File: config.mk
export PLATFORM = sky130hd
export DESIGN_NAME = work_stealing_task_scheduler
export DESIGN_NICKNAME = d
export VERILOG_FILES = /design/src/rtl/wsts_pkg.sv /design/src/rtl/wsts_front.sv /design/src/rtl/wsts_back.sv /design/src/rtl/work_stealing_task_scheduler.sv
export SDC_FILE = /design/constraint.sdc
export NUM_CORES = 2
export LEC_CHECK = 0
export BUFFER_PORTS_ARGS = -buffer_cell sky130_fd_sc_hd__buf_2
export CORE_ASPECT_RATIO = 1.5
export CORE_MARGIN = 2
export CORE_UTILIZATION = 40
export CTS_CLUSTER_DIAMETER = 60
export DETAILED_ROUTE_END_ITERATION = 16
export PLACE_DENSITY = 0.52
export RECOVER_POWER = 25
export SLEW_MARGIN = 20
export SYNTH_ARGS = -nofsm -noshare
export SYNTH_HDL_FRONTEND = slang
export SYNTH_HIERARCHICAL = 1
export SYNTH_SLANG_ARGS = --single-unit
export TNS_END_PERCENT = 30
File: constraint.sdc
create_clock -name clk -period 12.45 [get_ports clk]
set_clock_uncertainty 0.05 [all_clocks]
set_input_delay 1.8675 -clock clk [delete_from_list [all_inputs] [get_ports clk]]
set_output_delay 1.8675 -clock clk [all_outputs]
set_load 0.05 [all_outputs]
File: src/rtl/wsts_pkg.sv
`timescale 1ns / 1ps
// ----------------------------------------------------------------------------
// wsts_pkg
// shared types and codes of the work stealing task scheduler
// ----------------------------------------------------------------------------
package wsts_pkg;

  localparam int KIND_W   = 1;
  localparam int WORKER_W = 3;
  localparam int ID_W     = 16;
  localparam int SRC_W    = 2;

  // number of workers, tied to the width of the worker field
  localparam int WORKERS  = 8;

  localparam logic [SRC_W-1:0] SRC_OWN    = 2'd0;
  localparam logic [SRC_W-1:0] SRC_SHARED = 2'd1;
  localparam logic [SRC_W-1:0] SRC_STOLEN = 2'd2;
  localparam logic [SRC_W-1:0] SRC_NONE   = 2'd3;

  localparam logic KIND_SUBMIT  = 1'b0;
  localparam logic KIND_REQUEST = 1'b1;

  // one classified word from the front part to the back part
  typedef struct packed {
    logic                kind;
    logic [WORKER_W-1:0] worker;
    logic                from_pool;
    logic [ID_W-1:0]     task_id;
  } cmd_t;

  typedef struct packed {
    logic                granted;
    logic [ID_W-1:0]     task_out;
    logic [SRC_W-1:0]    source;
    logic [WORKER_W-1:0] victim;
    logic                full_res;
  } res_t;

endpackage

File: src/rtl/wsts_front.sv
`timescale 1ns / 1ps
// ----------------------------------------------------------------------------
// wsts_front
// accepts input words, wraps worker index and task handle, queues them
// ----------------------------------------------------------------------------
module wsts_front import wsts_pkg::*; #(
  parameter int TASK_BITS = 16
) (
  input  logic                clk,
  input  logic                rst,
  input  logic                in_valid,
  output logic                in_ready,
  input  logic                kind,
  input  logic [WORKER_W-1:0] worker,
  input  logic                from_pool,
  input  logic [ID_W-1:0]     task_id,
  output logic                cmd_valid,
  input  logic                cmd_ready,
  output cmd_t                cmd
);

  // two-entry queue
  cmd_t       q [2];
  logic       rd_ptr, wr_ptr;
  logic [1:0] fill;
  cmd_t       c;
  logic       push, pop;

  always_comb begin
    logic [ID_W-1:0] mask;
    logic [31:0]     wr;
    mask = (TASK_BITS >= ID_W) ? {ID_W{1'b1}} : ID_W'((32'd1 << TASK_BITS) - 32'd1);
    // wrap the worker index by repeated compare and subtract
    wr = 32'(worker);
    for (int i = 0; i < (1 << WORKER_W); i++) begin
      if (wr >= 32'(WORKERS)) wr = wr - 32'(WORKERS);
    end
    c.kind      = kind;
    c.worker    = WORKER_W'(wr);
    c.from_pool = from_pool;
    c.task_id   = task_id & mask;
  end

  assign in_ready  = (fill != 2'd2);
  assign cmd_valid = (fill != 2'd0);
  assign cmd       = q[rd_ptr];
  assign push      = in_valid && in_ready;
  assign pop       = cmd_valid && cmd_ready;

  always_ff @(posedge clk) begin
    if (push) q[wr_ptr] <= c;
    if (rst) begin
      rd_ptr <= 1'b0;
      wr_ptr <= 1'b0;
      fill   <= 2'd0;
    end else begin
      if (push) wr_ptr <= ~wr_ptr;
      if (pop) rd_ptr <= ~rd_ptr;
      fill <= fill + {1'b0, push} - {1'b0, pop};
    end
  end

endmodule

File: src/rtl/wsts_back.sv
`timescale 1ns / 1ps
// ----------------------------------------------------------------------------
// wsts_back
// per-worker deques and shared fifo; runs one command at a time
// ----------------------------------------------------------------------------
module wsts_back import wsts_pkg::*; #(
  parameter int DEQUE_DEPTH  = 16,
  parameter int SHARED_DEPTH = 16
) (
  input  logic clk,
  input  logic rst,
  input  logic cmd_valid,
  output logic cmd_ready,
  input  cmd_t cmd,
  output logic res_valid,
  input  logic res_ready,
  output res_t res
);

  localparam int WB = (WORKERS > 1) ? $clog2(WORKERS) : 1;
  localparam int DB = (DEQUE_DEPTH > 1) ? $clog2(DEQUE_DEPTH) : 1;
  localparam int SB = (SHARED_DEPTH > 1) ? $clog2(SHARED_DEPTH) : 1;
  localparam int DC = $clog2(DEQUE_DEPTH + 1);
  localparam int SC = $clog2(SHARED_DEPTH + 1);
  localparam int AB = WB + DB;

  typedef enum logic [1:0] {S_IDLE, S_READ, S_OUT} state_t;

  state_t state;

  logic [ID_W-1:0] dmem [WORKERS*DEQUE_DEPTH];
  logic [ID_W-1:0] smem [SHARED_DEPTH];
  logic [DB-1:0]   dfront [WORKERS];
  logic [DC-1:0]   dcount [WORKERS];
  logic [SB-1:0]   shead, stail;
  logic [SC-1:0]   scount;

  logic [ID_W-1:0] drd, srd;
  logic            rd_shared;

  // steal search: first non-empty deque after the requester
  logic [WB-1:0] vic;
  logic          vic_ok;
  logic [WB-1:0] w;

  assign w = cmd.worker[WB-1:0];

  always_comb begin
    logic [31:0] v;
    vic = '0;
    vic_ok = 1'b0;
    for (int i = WORKERS - 1; i >= 0; i--) begin
      v = 32'(w) + 32'd1 + 32'(i);
      if (v >= 32'(WORKERS)) v = v - 32'(WORKERS);
      if (dcount[v[WB-1:0]] != '0) begin
        vic = v[WB-1:0];
        vic_ok = 1'b1;
      end
    end
  end

  function automatic logic [DB-1:0] dinc(input logic [DB-1:0] p);
    return (32'(p) == DEQUE_DEPTH - 1) ? '0 : p + DB'(1);
  endfunction
  function automatic logic [DB-1:0] ddec(input logic [DB-1:0] p);
    return (p == '0) ? DB'(DEQUE_DEPTH - 1) : p - DB'(1);
  endfunction
  function automatic logic [SB-1:0] sinc(input logic [SB-1:0] p);
    return (32'(p) == SHARED_DEPTH - 1) ? '0 : p + SB'(1);
  endfunction

  function automatic logic [AB-1:0] daddr(input logic [WB-1:0] wi,
                                          input logic [DB-1:0] sl);
    logic [31:0] a;
    a = 32'(wi) * 32'(DEQUE_DEPTH) + 32'(sl);
    return a[AB-1:0];
  endfunction

  assign cmd_ready = (state == S_IDLE) && cmd_valid;
  assign res_valid = (state == S_OUT);

  always_ff @(posedge clk) begin
    logic [DB-1:0] nf, bslot;
    logic [31:0]   t;
    res_t          res_next;
    state_t        state_next;
    if (rst) begin
      state  <= S_IDLE;
      shead  <= '0;
      stail  <= '0;
      scount <= '0;
      for (int i = 0; i < WORKERS; i++) begin
        dfront[i] <= '0;
        dcount[i] <= '0;
      end
    end else begin
      unique case (state)
        S_IDLE: begin
          if (cmd_valid) begin
            res_next = '{granted: 1'b0, task_out: '0, source: SRC_NONE,
                         victim: '0, full_res: 1'b0};
            state_next = S_OUT;
            if (cmd.kind == KIND_SUBMIT) begin
              if (cmd.from_pool) begin
                if (32'(dcount[w]) >= DEQUE_DEPTH) res_next.full_res = 1'b1;
                else begin
                  nf = ddec(dfront[w]);
                  dmem[daddr(w, nf)] <= cmd.task_id;
                  dfront[w] <= nf;
                  dcount[w] <= dcount[w] + DC'(1);
                  res_next.granted = 1'b1;
                end
              end else begin
                if (32'(scount) >= SHARED_DEPTH) res_next.full_res = 1'b1;
                else begin
                  smem[stail] <= cmd.task_id;
                  stail <= sinc(stail);
                  scount <= scount + SC'(1);
                  res_next.granted = 1'b1;
                end
              end
            end else if (dcount[w] != '0) begin
              drd <= dmem[daddr(w, dfront[w])];
              rd_shared <= 1'b0;
              dfront[w] <= dinc(dfront[w]);
              dcount[w] <= dcount[w] - DC'(1);
              res_next.granted = 1'b1;
              res_next.source = SRC_OWN;
              state_next = S_READ;
            end else if (scount != '0) begin
              srd <= smem[shead];
              rd_shared <= 1'b1;
              shead <= sinc(shead);
              scount <= scount - SC'(1);
              res_next.granted = 1'b1;
              res_next.source = SRC_SHARED;
              state_next = S_READ;
            end else if (vic_ok) begin
              // oldest entry sits count-1 slots past the front
              t = 32'(dfront[vic]) + 32'(dcount[vic]) - 32'd1;
              if (t >= 32'(DEQUE_DEPTH)) t = t - 32'(DEQUE_DEPTH);
              bslot = t[DB-1:0];
              drd <= dmem[daddr(vic, bslot)];
              rd_shared <= 1'b0;
              dcount[vic] <= dcount[vic] - DC'(1);
              res_next.granted = 1'b1;
              res_next.source = SRC_STOLEN;
              res_next.victim = WORKER_W'(vic);
              state_next = S_READ;
            end
            res <= res_next;
            state <= state_next;
          end
        end
        S_READ: begin
          res.task_out <= rd_shared ? srd : drd;
          state <= S_OUT;
        end
        S_OUT: begin
          if (res_ready) state <= S_IDLE;
        end
        default: state <= S_IDLE;
      endcase
    end
  end

endmodule

File: src/rtl/work_stealing_task_scheduler.sv
`timescale 1ns / 1ps
// ----------------------------------------------------------------------------
// work_stealing_task_scheduler
// per-worker deques with stealing plus a shared fifo for outside submits
// ----------------------------------------------------------------------------
// channel  direction  handshake          fields
// in       input      in_valid/in_ready  kind worker from_pool task_id
// out      output     out_valid/out_ready granted task_out source victim full_res
//
// a word is registered in the front queue before the back part takes it
// in the back part a submit or an empty request goes from idle to the result
// state, any other request passes the read state first (memory read then result)
// the front holds two words, so it takes up to two more words while a result waits
// reset clears state, pointers and counts only; store contents need no clearing
// stalls on out hold the back part, then the front fills and drops in_ready
// ----------------------------------------------------------------------------
module work_stealing_task_scheduler import wsts_pkg::*; #(
  parameter int DEQUE_DEPTH  = 16,
  parameter int SHARED_DEPTH = 16,
  parameter int TASK_BITS    = 16
) (
  input  logic                clk,
  input  logic                rst,
  input  logic                in_valid,
  output logic                in_ready,
  input  logic                kind,
  input  logic [WORKER_W-1:0] worker,
  input  logic                from_pool,
  input  logic [ID_W-1:0]     task_id,
  output logic                out_valid,
  input  logic                out_ready,
  output logic                granted,
  output logic [ID_W-1:0]     task_out,
  output logic [SRC_W-1:0]    source,
  output logic [WORKER_W-1:0] victim,
  output logic                full_res
);

  cmd_t cmd;
  res_t res;
  logic cmd_valid, cmd_ready;

  wsts_front #(.TASK_BITS(TASK_BITS)) u_front (
    .clk, .rst, .in_valid, .in_ready, .kind, .worker, .from_pool, .task_id,
    .cmd_valid, .cmd_ready, .cmd
  );

  wsts_back #(.DEQUE_DEPTH(DEQUE_DEPTH),
              .SHARED_DEPTH(SHARED_DEPTH)) u_back (
    .clk, .rst, .cmd_valid, .cmd_ready, .cmd,
    .res_valid(out_valid), .res_ready(out_ready), .res
  );

  assign granted  = res.granted;
  assign task_out = res.task_out;
  assign source   = res.source;
  assign victim   = res.victim;
  assign full_res = res.full_res;

endmodule
==> reports/results.tsv <==
metric	value	unit
beginning of the worst register-to-register path	u_front/q[0][17]$_DFFE_PP_	
post-route clock period utilization	87.7	%
# rows	245	
fraction of layout cells with a size suffix above 1	15.3	%
Iteration-0 DRC Markers	10300	
CORE AREA	296000	µm²
Die Y	672	µm
final-report hold violation count	0	
Initial Utilization	40.2	%
setup-violating endpoint count in the final report	0	
crit path buf inv count	5	
TritonCTS Buffers	266	
relative slew slack	-211	%
synth top area cells	sky130_fd_sc_hd__edfxtp_1 62%, sky130_fd_sc_hd__mux4_2 8.9%, sky130_fd_sc_hd__nand2_1 7.0%, sky130_fd_sc_hd__mux2i_1 4.9%, sky130_fd_sc_hd__a311oi_1 2.3%	
clock tree from TritonCTS	built	
# clock sinks	2494	
wirelength, routed	484000	µm
post-detailed-route DRC marker count	0	
synthesized area per cell	13.2	µm²
total global-route track usage	31.3	%
routed vias	84200	
die span in x	449	µm
clock latency on the worst-skew pair	0.88	ns
status	finished with violations	
number of buffers inserted by port buffering	49	
Post-CTS Setup Bufs	0	
share of the synthesized area in the top cell type	62.4	%
sink of the worst hold path	u_front/rd_ptr$_SDFFE_PP0P_	
clock-pin slew reported for the worst setup and hold paths after clock tree synthesis	0.06	ns
Critical Path Fanout Max	24	
Finished Cell Area	133000	µm²
number of pins exceeding their max-slew limit in the final report	1336	
worst slack after detailed placement	1.88	ns
root buffer selected by CTS	sky130_fd_sc_hd__clkbuf_16	
worst reg2reg endpoint	u_back/drd[8]$_DFFE_PP_	
cell family with the largest share of critical-path delay	compound AO/OA/AOI/OAI gates	
fraction of the yosys area taken by sequential cells	62.8	%
type of the most critical hold path	reg2reg	
number of standard cells in the final layout excluding fillers	13100	
arrival time reported for the critical path endpoint	11.43	ns
violated checks	max-capacitance violations, max-slew violations	
DIE AREA	302000	µm²
largest net degree at the start of global routing	164	
number of vias per cell after detailed routing	6.41	
wire length of the first global-routing pass	663000	µm
transition at the pin with the smallest max-transition slack	4.67	ns
syn nets	9063	
routability cong.	0.970	
maximum operating frequency	91.6	MHz
average detailed-routed wire length per instance	36.9	µm
Largest stage delay, worst path	0.89	ns
half-perimeter wire length after detailed placement	309000	µm
# IOs	50	
reg-to-reg slack, setup	1.54	ns
Primary FF master, synth	sky130_fd_sc_hd__edfxtp_1	
total overflow reported by the global router	0	
yosys warns	6	
antenna violations before repair	40	
final critical-path setup slack	1.54	ns
critical path class	reg2reg	
number of distinct library cells after synthesis	96	
remaining antenna violation count after routing	0	
area leader, netlist	sky130_fd_sc_hd__edfxtp_1	
count of cells along the worst register-to-register path	27	
area growth from synthesis to final layout	11.8	%
Placed Instances	12600	
number of enable-type register cells in the synthesized netlist	2474	
Mapped Cells	9014	
CTS-repair resized insts	0	
Crit-path slowest cell	sky130_fd_sc_hd__a2111oi_0	
post-placement cell area	125000	µm²
Total Negative Setup Slacks	0	ns
number of nets in the final layout	9002	
flip-flop and latch count after synthesis	2494	
number of instances on the worst hold path	2	
unrepaired setup endpoints after global routing	false	
most frequent CP cell	sky130_fd_sc_hd__inv_1	
count of max-cap constraint violations	24	
startpoint of the lowest-slack hold path	u_front/rd_ptr$_SDFFE_PP0P_	
type of element launching the critical path	flop	
cts-stage hold buffer count	0	
clock period minus worst slack	10.91	ns
required time of the critical path	12.97	ns
DRT Pass-1 Iters	8	
via count of the first global-routing pass	82000	
H-tree depth reported by CTS	5	
synthesized cell area	119000	µm²
Crit. End Element	flop	
clock buffer depth	4	
share of flip-flops with an asynchronous set or reset	0	%
-- worst reg2reg max path, stage by stage, from the launching register on --
cell and delay, ns:
sky130_fd_sc_hd__edfxtp_1 0.37, sky130_fd_sc_hd__mux2_4 0.39, sky130_fd_sc_hd__inv_1 0.53, sky130_fd_sc_hd__ha_1 0.57, sky130_fd_sc_hd__buf_4 0.33, sky130_fd_sc_hd__nor2b_1 0.20
sky130_fd_sc_hd__a22oi_1 0.14, sky130_fd_sc_hd__mux2i_1 0.56, sky130_fd_sc_hd__o211ai_1 0.18, sky130_fd_sc_hd__a32o_1 0.25, sky130_fd_sc_hd__a21oi_1 0.46, sky130_fd_sc_hd__or2_1 0.66
sky130_fd_sc_hd__a311oi_1 0.13, sky130_fd_sc_hd__a31oi_1 0.36, sky130_fd_sc_hd__ha_1 0.31, sky130_fd_sc_hd__inv_1 0.09, sky130_fd_sc_hd__ha_4 0.12, sky130_fd_sc_hd__inv_1 0.05
sky130_fd_sc_hd__fa_1 0.43, sky130_fd_sc_hd__xor2_1 0.42, sky130_fd_sc_hd__nand3_1 0.34, sky130_fd_sc_hd__and3_2 0.38, sky130_fd_sc_hd__nor2_8 0.66, sky130_fd_sc_hd__buf_4 0.64
sky130_fd_sc_hd__mux2i_1 0.53, sky130_fd_sc_hd__o221ai_1 0.40, sky130_fd_sc_hd__a2111oi_0 0.89, sky130_fd_sc_hd__a211oi_1 0.16
-- sequential cells by signal, indices dropped and copies added (netlist names), named ones only --
name / cells
u_front/wr_ptr: 1
u_back/scount: 5
u_back/dmem: 2048
u_front/rd_ptr: 1
u_front/fill: 2
u_back/shead: 4
u_back/state: 2
u_back/rd_shared: 1
u_back/dfront: 32
u_back/smem: 256
u_back/stail: 4
u_back/dcount: 40
u_back/drd: 16
u_back/res: 23
u_front/q: 42
u_back/srd: 16
-- routing by layer --
layer  track usage (%)  up-vias  wire (µm)
li1                  -    34600          -
met2              50.4     4960     226000
met1              36.9    43200     169000
met4              25.2       18      47100
met5                 0        -        107
met3              5.63     1399      41900
-- synthesized netlist by cell type (27+ instances only) --
library cell and instances:
sky130_fd_sc_hd__nor2_1 323, sky130_fd_sc_hd__a22oi_1 28, sky130_fd_sc_hd__buf_4 57, sky130_fd_sc_hd__a32oi_1 28, sky130_fd_sc_hd__a311oi_1 319, sky130_fd_sc_hd__nor4_1 56
sky130_fd_sc_hd__buf_6 37, sky130_fd_sc_hd__clkbuf_1 327, sky130_fd_sc_hd__o21ai_0 103, sky130_fd_sc_hd__nand2b_1 30, sky130_fd_sc_hd__nand3_1 99, sky130_fd_sc_hd__mux2_1 27
sky130_fd_sc_hd__nor3_1 161, sky130_fd_sc_hd__and3_1 369, sky130_fd_sc_hd__o22ai_1 89, sky130_fd_sc_hd__buf_1 122, sky130_fd_sc_hd__nand2_1 2210, sky130_fd_sc_hd__buf_2 163
sky130_fd_sc_hd__mux4_2 471, sky130_fd_sc_hd__edfxtp_1 2474, sky130_fd_sc_hd__inv_1 28, sky130_fd_sc_hd__mux2i_1 578, sky130_fd_sc_hd__a21oi_1 395, sky130_fd_sc_hd__a31oi_1 71
-- per-stage QoR --
stage,util (%),hold WS [ns]
finish,44.9,0.467
global route,44.9,0.508
CTS,44.9,0.470
detailed placement,42.1,0.454
global placement,42.1,0.455
floorplan,-,0.430
-- layout by cell type (no fill, tap or decap), types with 40 or more instances in the layout --
master / count
sky130_fd_sc_hd__buf_4: 276
sky130_fd_sc_hd__a311oi_1: 319
sky130_fd_sc_hd__edfxtp_1: 2474
sky130_fd_sc_hd__nor2_2: 70
sky130_fd_sc_hd__clkinv_1: 55
sky130_fd_sc_hd__mux4_2: 471
sky130_fd_sc_hd__buf_2: 40
sky130_fd_sc_hd__nor2_1: 183
sky130_fd_sc_hd__nand3_1: 96
sky130_fd_sc_hd__clkbuf_1: 90
sky130_fd_sc_hd__nor3_1: 152
sky130_fd_sc_hd__o22ai_1: 88
sky130_fd_sc_hd__mux2i_1: 577
sky130_fd_sc_hd__a31oi_1: 71
sky130_fd_sc_hd__o21ai_0: 99
sky130_fd_sc_hd__nor2_4: 72
sky130_fd_sc_hd__nor4_1: 52
sky130_fd_sc_hd__nand2_1: 2204
sky130_fd_sc_hd__a21oi_1: 394
sky130_fd_sc_hd__and3_1: 368
sky130_fd_sc_hd__clkbuf_16: 276
-- how the worst max path moves through the flow --
stage                                          start                 endpoint  slack, ns  cells past startpoint
final                     u_front/q[0][17]$_DFFE_PP_  u_back/drd[8]$_DFFE_PP_       1.54                     27
after global routing                            flop  u_back/drd[8]$_DFFE_PP_       1.30                     27
after CTS                 u_front/q[0][17]$_DFFE_PP_  u_back/drd[8]$_DFFE_PP_       1.84                     28
after detailed placement  u_front/q[0][17]$_DFFE_PP_  u_back/drd[8]$_DFFE_PP_       1.88                     28
after global placement                          flop  u_back/drd[5]$_DFFE_PP_       1.92                     29
after floorplan                                 flop  u_back/drd[3]$_DFFE_PP_       3.28                     40
-- final cells by class --
class	instances	area (µm²)
antenna	29	72.6
clock buffer	344	7160
clock inverter	118	1030
fill	26400	163000
inverter	30	135
multi-input combinational	5782	41900
sequential	2494	74700
tap	3952	4940
timing repair buffer	379	3140
-- cell families after synthesis --
kind of cell,count (synthesis),synth area share (%)
adders and majority gates,24,0.271
xor gates and xnor gates,33,0.254
DFF,2494,62.8
AOI/OAI and AO/OA,1293,7.55
and+or+nand+nor,3335,12.0
muxes,1097,14.2
buffers and inverters,738,2.93
Power is left out: the tool's default activity adds up to more than one toggle a clock period on the data nets, which glitch-free logic cannot reach.
